<file path="config.mk">
export PLATFORM = sky130hd
export DESIGN_NAME = first_fit_block_allocator_core
export DESIGN_NICKNAME = d
export VERILOG_FILES = /design/src/rtl/ffba_pkg.sv /design/src/rtl/first_fit_block_allocator_core.sv
export SDC_FILE = /design/constraint.sdc
export NUM_CORES = 1
export LEC_CHECK = 0
export BUFFER_PORTS_ARGS = -buffer_cell sky130_fd_sc_hd__buf_4
export CAP_MARGIN = 25
export CORE_ASPECT_RATIO = 0.9
export CORE_MARGIN = 8
export CORE_UTILIZATION = 40
export DETAILED_ROUTE_END_ITERATION = 6
export HOLD_SLACK_MARGIN = 0.15
export PLACE_DENSITY = 0.71
export REMOVE_ABC_BUFFERS = 1
export SLEW_MARGIN = 0
export SYNTH_ARGS = -nofsm -noshare
export SYNTH_HDL_FRONTEND = slang
export SYNTH_SLANG_ARGS = --single-unit
</file>
<file path="constraint.sdc">
create_clock -name clk -period 4.2 [get_ports clk]
set_input_delay 0.21 -clock clk [delete_from_list [all_inputs] [get_ports clk]]
set_output_delay 0.21 -clock clk [all_outputs]
set_load 0.1 [all_outputs]
</file>
<file path="src/rtl/ffba_pkg.sv">
// Package for the first-fit block allocator: pool geometry, widths,
// operation and status codes, and the sequencer state type.
// No dependencies.
package ffba_pkg;

  localparam int NUM_BLOCKS  = 64;
  localparam int BLOCK_BYTES = 1024;

  localparam int BLK_LOG = $clog2(BLOCK_BYTES);
  localparam int IDX_W   = $clog2(NUM_BLOCKS);
  localparam int CNT_W   = 7;
  localparam int NEED_W  = 18;
  localparam int ADDR_W  = 32;
  localparam int REQ_W   = 17;
  localparam int PADDR_W = 3;

  localparam logic [1:0] OP_ALLOC = 2'd0;
  localparam logic [1:0] OP_FREE  = 2'd1;

  localparam logic [1:0] ST_OK      = 2'd0;
  localparam logic [1:0] ST_NOFIT   = 2'd1;
  localparam logic [1:0] ST_BADFREE = 2'd2;

  localparam logic REG_BASE = 1'b0;

  typedef enum logic [2:0] {
    S_IDLE,
    S_SCAN,
    S_MARK,
    S_FREE,
    S_DONE
  } state_t;

endpackage

</file>
<file path="src/rtl/first_fit_block_allocator_core.sv">
// First-fit contiguous block allocator, top level.
// Depends on ffba_pkg for geometry, codes and the state type.
//
// Usage: one request item enters on the in_ channel (in_valid, in_stall)
// and yields exactly one result item on the out_ channel (out_valid,
// out_stall). Allocate rounds request_bytes up to whole blocks (at least
// one) and claims the lowest free run that is long enough; free releases
// the run that starts at free_address; any other code only reports counts.
// Two pointers walk the used/head bitmaps one block per cycle: idx_r for
// the scan, k_r for marking a run on allocate and releasing one on free;
// report does no walk. The result item is registered as the block returns
// to idle, so the next item can be taken while that result is shown.
// in_stall is high while an item is being worked on. The result register
// sits apart from the input, so a new item may be taken while the last
// result waits under out_stall; a finished item then holds until the
// result register frees up. Reset (rst_n low, synchronous) marks all
// blocks free, clears the run heads and sets base_address to 0.
// The user writes base_address over the APB port only while the block is idle; the block does not enforce it.
module first_fit_block_allocator_core (
  input  logic                          clk,
  input  logic                          rst_n,
  input  logic                          in_valid,
  output logic                          in_stall,
  input  logic [1:0]                    in_operation,
  input  logic [ffba_pkg::REQ_W-1:0]    in_request_bytes,
  input  logic [ffba_pkg::ADDR_W-1:0]   in_free_address,
  output logic                          out_valid,
  input  logic                          out_stall,
  output logic [1:0]                    out_status,
  output logic [ffba_pkg::ADDR_W-1:0]   out_block_address,
  output logic [ffba_pkg::CNT_W-1:0]    out_blocks_free,
  output logic [ffba_pkg::CNT_W-1:0]    out_blocks_used,
  input  logic                          psel,
  input  logic                          penable,
  input  logic                          pwrite,
  input  logic [ffba_pkg::PADDR_W-1:0]  paddr,
  input  logic [31:0]                   pwdata,
  output logic [31:0]                   prdata,
  output logic                          pready
);
  import ffba_pkg::*;

  state_t state_r, state_nxt;

  logic [NUM_BLOCKS-1:0] used_r, used_nxt;
  logic [NUM_BLOCKS-1:0] head_r, head_nxt;
  logic [CNT_W-1:0]      cnt_r, cnt_nxt;
  logic [ADDR_W-1:0]     base_r;

  logic [IDX_W-1:0] idx_r, idx_nxt;
  logic [IDX_W-1:0] start_r, start_nxt;
  logic [IDX_W-1:0] end_r, end_nxt;
  logic [IDX_W:0]   k_r, k_nxt;
  logic [CNT_W-1:0] len_r, len_nxt;
  logic [CNT_W-1:0] need_r, need_nxt;
  logic [1:0]       st_r, st_nxt;
  logic [ADDR_W-1:0] addr_r, addr_nxt;

  logic              out_valid_r, out_valid_nxt;
  logic [1:0]        out_status_r, out_status_nxt;
  logic [ADDR_W-1:0] out_addr_r, out_addr_nxt;
  logic [CNT_W-1:0]  out_free_r, out_free_nxt;
  logic [CNT_W-1:0]  out_used_r, out_used_nxt;

  logic              in_acc;
  logic              res_slot;
  logic [NEED_W-1:0] need_raw;
  logic [NEED_W-1:0] need_fix;
  logic [ADDR_W-1:0] free_off;
  logic [ADDR_W-1:0] free_blk;
  logic [IDX_W-1:0]  free_idx;
  logic              free_ok;
  logic [CNT_W-1:0]  len_inc;
  logic [IDX_W-1:0]  run_start;
  logic              k_end;
  logic [IDX_W-1:0]  k_idx;
  logic              walk_stop;

  assign in_acc   = in_valid && !in_stall;
  assign res_slot = !out_valid_r || !out_stall;

  // request size in blocks, zero bytes counts as one block
  assign need_raw = ({1'b0, in_request_bytes} + NEED_W'(BLOCK_BYTES - 1)) >> BLK_LOG;
  assign need_fix = (need_raw == '0) ? NEED_W'(1) : need_raw;

  assign free_off = in_free_address - base_r;
  assign free_blk = free_off >> BLK_LOG;
  assign free_idx = free_blk[IDX_W-1:0];
  assign free_ok  = ((free_off & ADDR_W'(BLOCK_BYTES - 1)) == '0)
                    && (free_blk < ADDR_W'(NUM_BLOCKS))
                    && head_r[free_idx];

  assign len_inc   = len_r + CNT_W'(1);
  assign run_start = (len_r == '0) ? idx_r : start_r;

  assign k_idx     = k_r[IDX_W-1:0];
  assign k_end     = (k_r == (IDX_W+1)'(NUM_BLOCKS));
  assign walk_stop = k_end || !used_r[k_idx] || head_r[k_idx];

  // next state
  always_comb begin
    state_nxt = state_r;
    case (state_r)
      S_IDLE: begin
        if (in_acc) begin
          if (in_operation == OP_ALLOC) begin
            if (need_fix > NEED_W'(NUM_BLOCKS)) state_nxt = S_DONE;
            else state_nxt = S_SCAN;
          end else if (in_operation == OP_FREE) begin
            state_nxt = free_ok ? S_FREE : S_DONE;
          end else begin
            state_nxt = S_DONE;
          end
        end
      end
      S_SCAN: begin
        if (!used_r[idx_r] && (len_inc == need_r)) state_nxt = S_MARK;
        else if (idx_r == IDX_W'(NUM_BLOCKS - 1)) state_nxt = S_DONE;
      end
      S_MARK: begin
        if (k_idx == end_r) state_nxt = S_DONE;
      end
      S_FREE: begin
        if (walk_stop) state_nxt = S_DONE;
      end
      S_DONE: begin
        if (res_slot) state_nxt = S_IDLE;
      end
      default: state_nxt = S_IDLE;
    endcase
  end

  // datapath and outputs
  always_comb begin
    used_nxt      = used_r;
    head_nxt      = head_r;
    cnt_nxt       = cnt_r;
    idx_nxt       = idx_r;
    start_nxt     = start_r;
    end_nxt       = end_r;
    k_nxt         = k_r;
    len_nxt       = len_r;
    need_nxt      = need_r;
    st_nxt        = st_r;
    addr_nxt      = addr_r;
    out_status_nxt = out_status_r;
    out_addr_nxt  = out_addr_r;
    out_free_nxt  = out_free_r;
    out_used_nxt  = out_used_r;
    out_valid_nxt = out_valid_r && out_stall;
    case (state_r)
      S_IDLE: begin
        if (in_acc) begin
          st_nxt   = ST_OK;
          addr_nxt = '0;
          idx_nxt  = '0;
          len_nxt  = '0;
          need_nxt = need_fix[CNT_W-1:0];
          if (in_operation == OP_ALLOC) begin
            if (need_fix > NEED_W'(NUM_BLOCKS)) st_nxt = ST_NOFIT;
          end else if (in_operation == OP_FREE) begin
            if (free_ok) begin
              head_nxt[free_idx] = 1'b0;
              used_nxt[free_idx] = 1'b0;
              cnt_nxt = cnt_r - CNT_W'(1);
              k_nxt   = {1'b0, free_idx} + (IDX_W+1)'(1);
            end else begin
              st_nxt = ST_BADFREE;
            end
          end
        end
      end
      S_SCAN: begin
        idx_nxt = idx_r + IDX_W'(1);
        if (used_r[idx_r]) begin
          len_nxt = '0;
          if (idx_r == IDX_W'(NUM_BLOCKS - 1)) st_nxt = ST_NOFIT;
        end else begin
          start_nxt = run_start;
          len_nxt   = len_inc;
          if (len_inc == need_r) begin
            head_nxt[run_start] = 1'b1;
            k_nxt   = {1'b0, run_start};
            end_nxt = idx_r;
          end else if (idx_r == IDX_W'(NUM_BLOCKS - 1)) begin
            st_nxt = ST_NOFIT;
          end
        end
      end
      S_MARK: begin
        used_nxt[k_idx] = 1'b1;
        cnt_nxt = cnt_r + CNT_W'(1);
        k_nxt   = k_r + (IDX_W+1)'(1);
        if (k_idx == end_r) begin
          addr_nxt = base_r + (ADDR_W'(start_r) << BLK_LOG);
        end
      end
      S_FREE: begin
        if (!walk_stop) begin
          used_nxt[k_idx] = 1'b0;
          cnt_nxt = cnt_r - CNT_W'(1);
          k_nxt   = k_r + (IDX_W+1)'(1);
        end
      end
      S_DONE: begin
        if (res_slot) begin
          out_valid_nxt  = 1'b1;
          out_status_nxt = st_r;
          out_addr_nxt   = addr_r;
          out_used_nxt   = cnt_r;
          out_free_nxt   = CNT_W'(NUM_BLOCKS) - cnt_r;
        end
      end
      default: ;
    endcase
  end

  always_ff @(posedge clk) begin
    if (!rst_n) begin
      state_r     <= S_IDLE;
      used_r      <= '0;
      head_r      <= '0;
      cnt_r       <= '0;
      out_valid_r <= 1'b0;
      base_r      <= '0;
    end else begin
      state_r     <= state_nxt;
      used_r      <= used_nxt;
      head_r      <= head_nxt;
      cnt_r       <= cnt_nxt;
      out_valid_r <= out_valid_nxt;
      if (psel && penable && pwrite && pready && (paddr[2] == REG_BASE)) begin
        base_r <= pwdata;
      end
    end
  end

  always_ff @(posedge clk) begin
    idx_r        <= idx_nxt;
    start_r      <= start_nxt;
    end_r        <= end_nxt;
    k_r          <= k_nxt;
    len_r        <= len_nxt;
    need_r       <= need_nxt;
    st_r         <= st_nxt;
    addr_r       <= addr_nxt;
    out_status_r <= out_status_nxt;
    out_addr_r   <= out_addr_nxt;
    out_free_r   <= out_free_nxt;
    out_used_r   <= out_used_nxt;
  end

  assign in_stall          = (state_r != S_IDLE);
  assign out_valid         = out_valid_r;
  assign out_status        = out_status_r;
  assign out_block_address = out_addr_r;
  assign out_blocks_free   = out_free_r;
  assign out_blocks_used   = out_used_r;

  assign pready = 1'b1;
  assign prdata = (paddr[2] == REG_BASE) ? base_r : '0;

endmodule

</file>
; ---- Yosys cells after proc, flatten, opt, wreduce, memory -nomap -nowiden
; Index checks and enable logic that the tools add are counted.
; W data, S select, Z words.
[op_classes]
addsub = 10
order_cmp = 9
eq_ne = 21
mux = 74
n_bitwise = 9
reduce_logical = 40
[ops]
columns = op, count
row1 = $mux W64, 11
row2 = $and A64 B64 Y64, 3
row3 = $pmux W64 S3, 1
row4 = $not A64 Y64, 2
row5 = $or A64 B64 Y64, 2
row6 = $pmux W64 S2, 1
row7 = $mux W7, 14
row8 = $mux W32, 3
row9 = $pmux W32 S2, 1
row10 = $add A32 B16 Y32, 1
row11 = $logic_not A32 Y1, 1
row12 = $sub A32 B32 Y32, 1
row13 = $mux W3, 10
row14 = $lt A6 B7 Y1 const B, 4
row15 = $pmux W7 S4, 1
row16 = $bmux W1 S6, 4
row17 = $lt A22 B7 Y1 const B, 1
row18 = $add A7 B1 Y7 const B, 3
row19 = $pmux W7 S3, 1
row20 = $ne A2 B2 Y1 const B, 10
row21 = $add A17 B10 Y18 const B, 1
row22 = $demux W1 S6, 3
row23 = $ge A6 B1 Y1 const B, 3
row24 = $logic_not A18 Y1, 1
row25 = 38 further kinds, 80
[word_totals]
register_bits = 292
in_bits = 93
out_inout_bits = 83
elab_cells = 181

; ---- Logic depth before layout (Yosys ltp)
[depth]
ltp_word = 12
ltp_mapped = 19
mapped_depth_nobuf = 15

; ---- Worst setup path after synthesis
; OpenSTA, ideal clock, no wires.
[synth_path]
kind = reg-to-reg
start = reg base_r[0]
end = reg k_r[0], enable pin
setup_ns = 0.373
t_arrival_ns = 3.925
required_ns = 3.827
setup_slack_ns = -0.098
stages_incl_launch_ff = 18
path_buffers = 4
synth_period_minus_slack_ns = 4.298
path_cell_list = dfxtp_1 > ha_1 > inv_1 > fa_1 > a21oi_1 > o22a_2 > nor3_4 > or3_1 > buf_2 > buf_2 > nand2_1 > mux4_2 > a211oi_2 > and4_1 > buf_2 > buf_2 > nand3_1 > a21oi_1
[synth_between]
elab_chain_len = 6
elab_cells_between_ends = 9
cone_classes = add/sub: 1 / order compare: 1 / eq/ne: 1 / mux: 2 / reduce/logical: 4
[synth_lines]
columns = element, line
row1 = "start, declared", first_fit_block_allocator_core.sv:48  ; logic [ADDR_W-1:0] base_r;
row2 = "start signal, assigned", first_fit_block_allocator_core.sv:233  ; base_r <= pwdata;
row3 = $sub A32 B32 Y32 (*), first_fit_block_allocator_core.sv:86  ; assign free_off = in_free_address - base_r;
row4 = "$lt A22 B7 Y1, or another cell as far along", first_fit_block_allocator_core.sv:90  ; && (free_blk < ADDR_W'(NUM_BLOCKS))
row5 = $logic_and A1 B1 Y1 or $mux W1 (tied branches), "first_fit_block_allocator_core.sv:90, first_fit_block_allocator_core.sv:91"
row6 = $logic_and A1 B1 Y1 (*), first_fit_block_allocator_core.sv:91  ; && head_r[free_idx];
row7 = $ne A2 B2 Y1 (no line) (*), n/a
row8 = $reduce_and A8 Y1 (no line) (*), n/a
row9 = "end signal, assigned", first_fit_block_allocator_core.sv:242  ; k_r <= k_nxt;
row10 = "end, declared", first_fit_block_allocator_core.sv:53  ; logic [IDX_W:0] k_r, k_nxt;
; Mark *: on every way between the ends. The rest lies on a longest branch, timed or not. The select of a mux whose other input is x is not followed.
; A chain may end at the register's enable or synchronous reset.

; ---- Worst setup path in the final report
[layout_path]
start = reg base_r[14]
end = reg used_r[45]
[layout_between]
elab_chain_len = 12
elab_cells_between_ends = 20
cone_classes = add/sub: 1 / order compare: 3 / eq/ne: 1 / mux: 9 / bitwise: 2 / reduce/logical: 4
[layout_lines]
columns = element, line
row1 = $sub A32 B32 Y32 (*), first_fit_block_allocator_core.sv:86
row2 = $lt A6 B7 Y1 (not written as such) or $ge A6 B1 Y1 (tied branches), first_fit_block_allocator_core.sv:164  ; used_nxt[free_idx] = 1'b0;
row3 = $logic_and A1 B1 Y1 (not written as such), first_fit_block_allocator_core.sv:164
row4 = $mux W1 (not written as such), first_fit_block_allocator_core.sv:164
row5 = $demux W1 S6, first_fit_block_allocator_core.sv:164
row6 = $not A64 Y64 (no line), n/a
row7 = $and A64 B64 Y64 (no line), n/a
row8 = $mux W64, first_fit_block_allocator_core.sv:162  ; if (free_ok) begin
row9 = $mux W64, first_fit_block_allocator_core.sv:161  ; end else if (in_operation == OP_FREE) begin
row10 = $mux W64, first_fit_block_allocator_core.sv:159  ; if (in_operation == OP_ALLOC) begin
row11 = $mux W64, first_fit_block_allocator_core.sv:153  ; if (in_acc) begin
row12 = $pmux W64 S3, first_fit_block_allocator_core.sv:151  ; case (state_r)
row13 = "end signal, assigned", first_fit_block_allocator_core.sv:228  ; used_r <= used_nxt;
row14 = "end, declared", first_fit_block_allocator_core.sv:45  ; logic [NUM_BLOCKS-1:0] used_r, used_nxt;
; Marked as above.

==> summary.md <==
| Metric | Value |
|---|---|
| Final Non-Filler Cells | `3025` |
| # nets final | `2534` |
| CTS tree | `yes` |
| CP Class | `flop to flop` |
| Post-DR wirelength/cell | `21.75 um` |
| Status | `finished with violations` |
| Ys flop type | `dfxtp_1` |
| Hold path depth | `5` |
| Reg2reg end | `used_r[45]$_SDFFE_PN0P_` |
| Commonest non-fill, non-tap cell in the layout | `buf_4` |
| Diodes inserted | `0` |
| Initial drt markers | `2175` |
| Final Cycle Share | `97.01%` |
| Core ar. | `0.04528 mm2` |
| Post-detail-place hpwl | `45.34 mm` |
| CTS root buf | `clkbuf_16` |
| Crit path max fanout | `8` |
| Clk buf depth | `3` |
| Worst-margin pin slew | `0.9298 ns` |
| Minimum clock period after layout | `4.074 ns` |
| Critical R2R Launch | `base_r[14]$_SDFFE_PN0P_` |
| TritonCTS buffer count | `34` |
| Grt ovf | `0` |
| CP Data Arrival Time | `4.51 ns` |
| Violated checks | `DRC` |
| Htree depth | `2` |
| Area Growth Syn to Fin | `26.92%` |
| GRT Total Usage | `23.60%` |
| Drt drc | `1` |
| RSZ-0062 raised after global routing | `true` |
| Max Cap Viol | `0` |
| Post-synthesis register bit count | `291` |
| Sequential cell area | `0.007028 mm2` |
| Peak VDD IR | `300.7 uV` |
| Placer Congestion | `0.9989` |
| Vias in the first global route | `18000` |
| Vias/cell | `6.181` |
| Die X | `241.3 um` |
| Worst hold path class | `input port to flop` |
| Fraction of registers with async set/reset | `0%` |
| Worst Hold Endpoint | `need_r[0]$_DFFE_PP_` |
| Fin. max-slew vios | `0` |
| Drt total wl | `65.80 mm` |
| Drt first pass iters | `7` |
| Sink Count | `291` |
| Area of the multi-input gates | `0.01061 mm2` |
| Cell Rows | `74` |
| Final Cell Area | `0.02319 mm2` |
| FMAX | `0.2454 GHz` |
| CP Capture Type | `flop` |
| Cell Area, Synth | `0.01827 mm2` |
| Filler cell count | `3987` |
| Count of final setup violators | `0` |
| Syn Inst Count | `2095` |
| Power Density | `567.2 mW/mm2` |
| Worst R2R Path Depth | `18` |
| Share of cells above drive strength 1 | `22.30%` |
| Via Count | `18700` |
| Post-Syn Area per Cell | `8.721 um2` |
| R2R Setup Slk | `0.13 ns` |
| CP required | `4.63 ns` |
| Antenna violations before repair | `0` |
| HP Start | `in_request_bytes[0]` |
| Critical Path Source Type | `flop` |
| Global-route wire length before repair | `99.93 mm` |
| DIE HEIGHT | `218.8 um` |
| Post-route ant nets | `0` |
| Clk slew on worst S/H paths | `0.06 ns` |
| PortBufs | `172` |
| Seq/Total Area, Yosys | `38.46%` |
| Initial Utilization | `40.36%` |
| IO Count | `176` |
| Commonest non-fill, non-tap cells in the layout | `buf_4, nor2_1, a21oi_1` |
| Yosys warnings | `0` |
| Largest net degree at the start of global routing | `84` |
| Slew margin rel. | `38.01%` |
| Placed Instances | `2903` |
| Setup Skew | `0.02496 ns` |
| LEAKAGE | `8.580 nW` |
| Post-place setup slack | `-0.2100 ns` |
| Hold Fails Final Rpt | `0` |
| Setup WS post-layout | `0.1258 ns` |
| Die ar. | `0.05278 mm2` |
| Cell Area, Placed | `0.02113 mm2` |
| Number of flops mapped to enable cells by yosys | `120` |
| Unique masters post-synth | `95` |
| Clk Latency, worst-skew pair | `0.57 ns` |
[layer usage]
metal	vias to the layer above	global-route usage, %	wire length (um)
li1	8394	-	-
met1	8893	30.75	25760
met2	1178	37.39	29700
met4	0	10.51	2942
met3	234	5.025	7396
met5	-	0	0
[synth_stat cells (9+ instances only)]
cell type | count | share of area (%)
nor2_1 | 289 | 5.9
a21oi_1 | 223 | 6.1
nand2_1 | 198 | 4.1
dfxtp_1 | 171 | 19
edfxtp_1 | 120 | 20
o21ai_0 | 114 | 3.1
clkbuf_1 | 101 | 2.1
o22ai_1 | 71 | 2.4
nand3_1 | 69 | 1.9
inv_1 | 67 | 1.4
a41o_1 | 64 | 3.5
ha_1 | 47 | 3.2
xnor2_1 | 47 | 2.3
mux4_2 | 44 | 5.4
nand4_1 | 37 | 1.3
nor3_1 | 37 | 1.0
buf_2 | 24 | 0.66
nand2b_1 | 24 | 0.82
xor2_1 | 20 | 0.96
mux2i_1 | 19 | 1.0
nor2b_1 | 19 | 0.65
and3_1 | 15 | 0.51
or3_1 | 15 | 0.51
a211oi_1 | 13 | 0.53
a22oi_1 | 12 | 0.49
a21o_1 | 11 | 0.45
nor4_1 | 11 | 0.38
a221oi_1 | 10 | 0.48
a31oi_1 | 10 | 0.34
o2111ai_1 | 10 | 0.48
o211ai_1 | 10 | 0.41
a32oi_1 | 9 | 0.43
and2_1 | 9 | 0.31
mux2_2 | 9 | 0.55
o21a_1 | 9 | 0.37
[state kept, by name, summed over array words and instances, names as in the netlist]
| register | cells |
|---|---|
| end_r | 6 |
| out_valid | 1 |
| base_r | 32 |
| addr_r | 32 |
| out_blocks_used | 6 |
| head_r | 64 |
| out_blocks_free | 7 |
| out_block_address | 32 |
| st_r | 2 |
| start_r | 6 |
| cnt_r | 7 |
| idx_r | 6 |
| k_r | 7 |
| len_r | 7 |
| out_status | 2 |
| used_r | 64 |
| state_r | 3 |
| need_r | 7 |
[power breakdown]
group	internal, mW	switching (mW)	leakage (nW)
combinational	1.81	4.13	5.49
clock	1.72	1.26	0.553
sequential	3.78	0.465	2.53
total	7.30	5.85	8.58
[final cells by class]
class,count,share of cell area [%]
sequential,291,30.31
inverter,69,1.117
clock buffer,49,4.257
clock inverter,13,0.6151
multi-input combinational,1593,45.73
tap,608,3.280
timing repair buffer,402,14.69
[through the flow]
stage | setup TNS, ns | total power, mW | hold WS (ns) | util [%]
after floorplan | -138.20 | 7.935 | 0.3261 | -
after global placement | -15.32 | 9.674 | 0.4012 | 46.68
after detailed placement | -22.17 | 9.795 | 0.4045 | 46.68
after CTS | 0 | 12.92 | 0.1940 | 50.52
after global routing | -0.9449 | 13.65 | 0.2321 | 51.22
final | 0 | 13.15 | 0.2272 | 51.22
[cells by family (layout without fill, tap and decap cells)]
group / count (synthesis) / count (layout) / share of synthesized area (%)
flops: 291 / 291 / 38.46
compound gates: 632 / 632 / 22.54
mux: 73 / 73 / 7.081
buf+inv: 211 / 533 / 4.828
xor+xnor: 71 / 71 / 3.725
simple gates: 766 / 766 / 19.80
fa+ha+maj: 50 / 50 / 3.547
other cells: 1 / 1 / 0.02052
[repair_timing]
action	in CTS	in global routing
cloned	2	5
endpoints found under the hold margin	45	0
setup buffers	2	5
hold buffers	46	0
gates resized for setup	13	38
endpoints found under the setup margin	132	145
pin swaps	5	18
[how the worst max path moves through the flow]
stage                            start                      end  slack, ns  cells after the start
2_1_floorplan   base_r[0]$_SDFFE_PN0P_         k_r[0]$_DFFE_PP_      -1.45                     14
3_3_place_gp        in_free_address[0]         k_r[0]$_DFFE_PP_      -0.17                     16
3_5_place_dp        in_free_address[0]         k_r[1]$_DFFE_PP_      -0.21                     17
4_1_cts        base_r[14]$_SDFFE_PN0P_  used_r[55]$_SDFFE_PN0P_       0.01                     18
5_1_grt         base_r[7]$_SDFFE_PN0P_    cnt_r[5]$_SDFFE_PN0P_      -0.04                     16
6_report       base_r[14]$_SDFFE_PN0P_  used_r[45]$_SDFFE_PN0P_       0.13                     18
[worst max-delay path, cell delays in order (launching register included)]
cell       delay, ns
dfxtp_1         0.37
inv_1           0.13
ha_4            0.31
buf_4           0.16
nand2_1         0.08
buf_4           0.16
nor3_2          0.22
nand3_1         0.16
and2_4          0.21
a311o_1         0.27
a21oi_1         0.12
nand4_1         0.31
nor4_4          0.36
buf_4           0.18
nand4_4         0.12
a211oi_4        0.32
buf_6           0.21
clkbuf_16       0.19
a21oi_1         0.07
No activity file was read; power rests on OpenSTA's default activity.
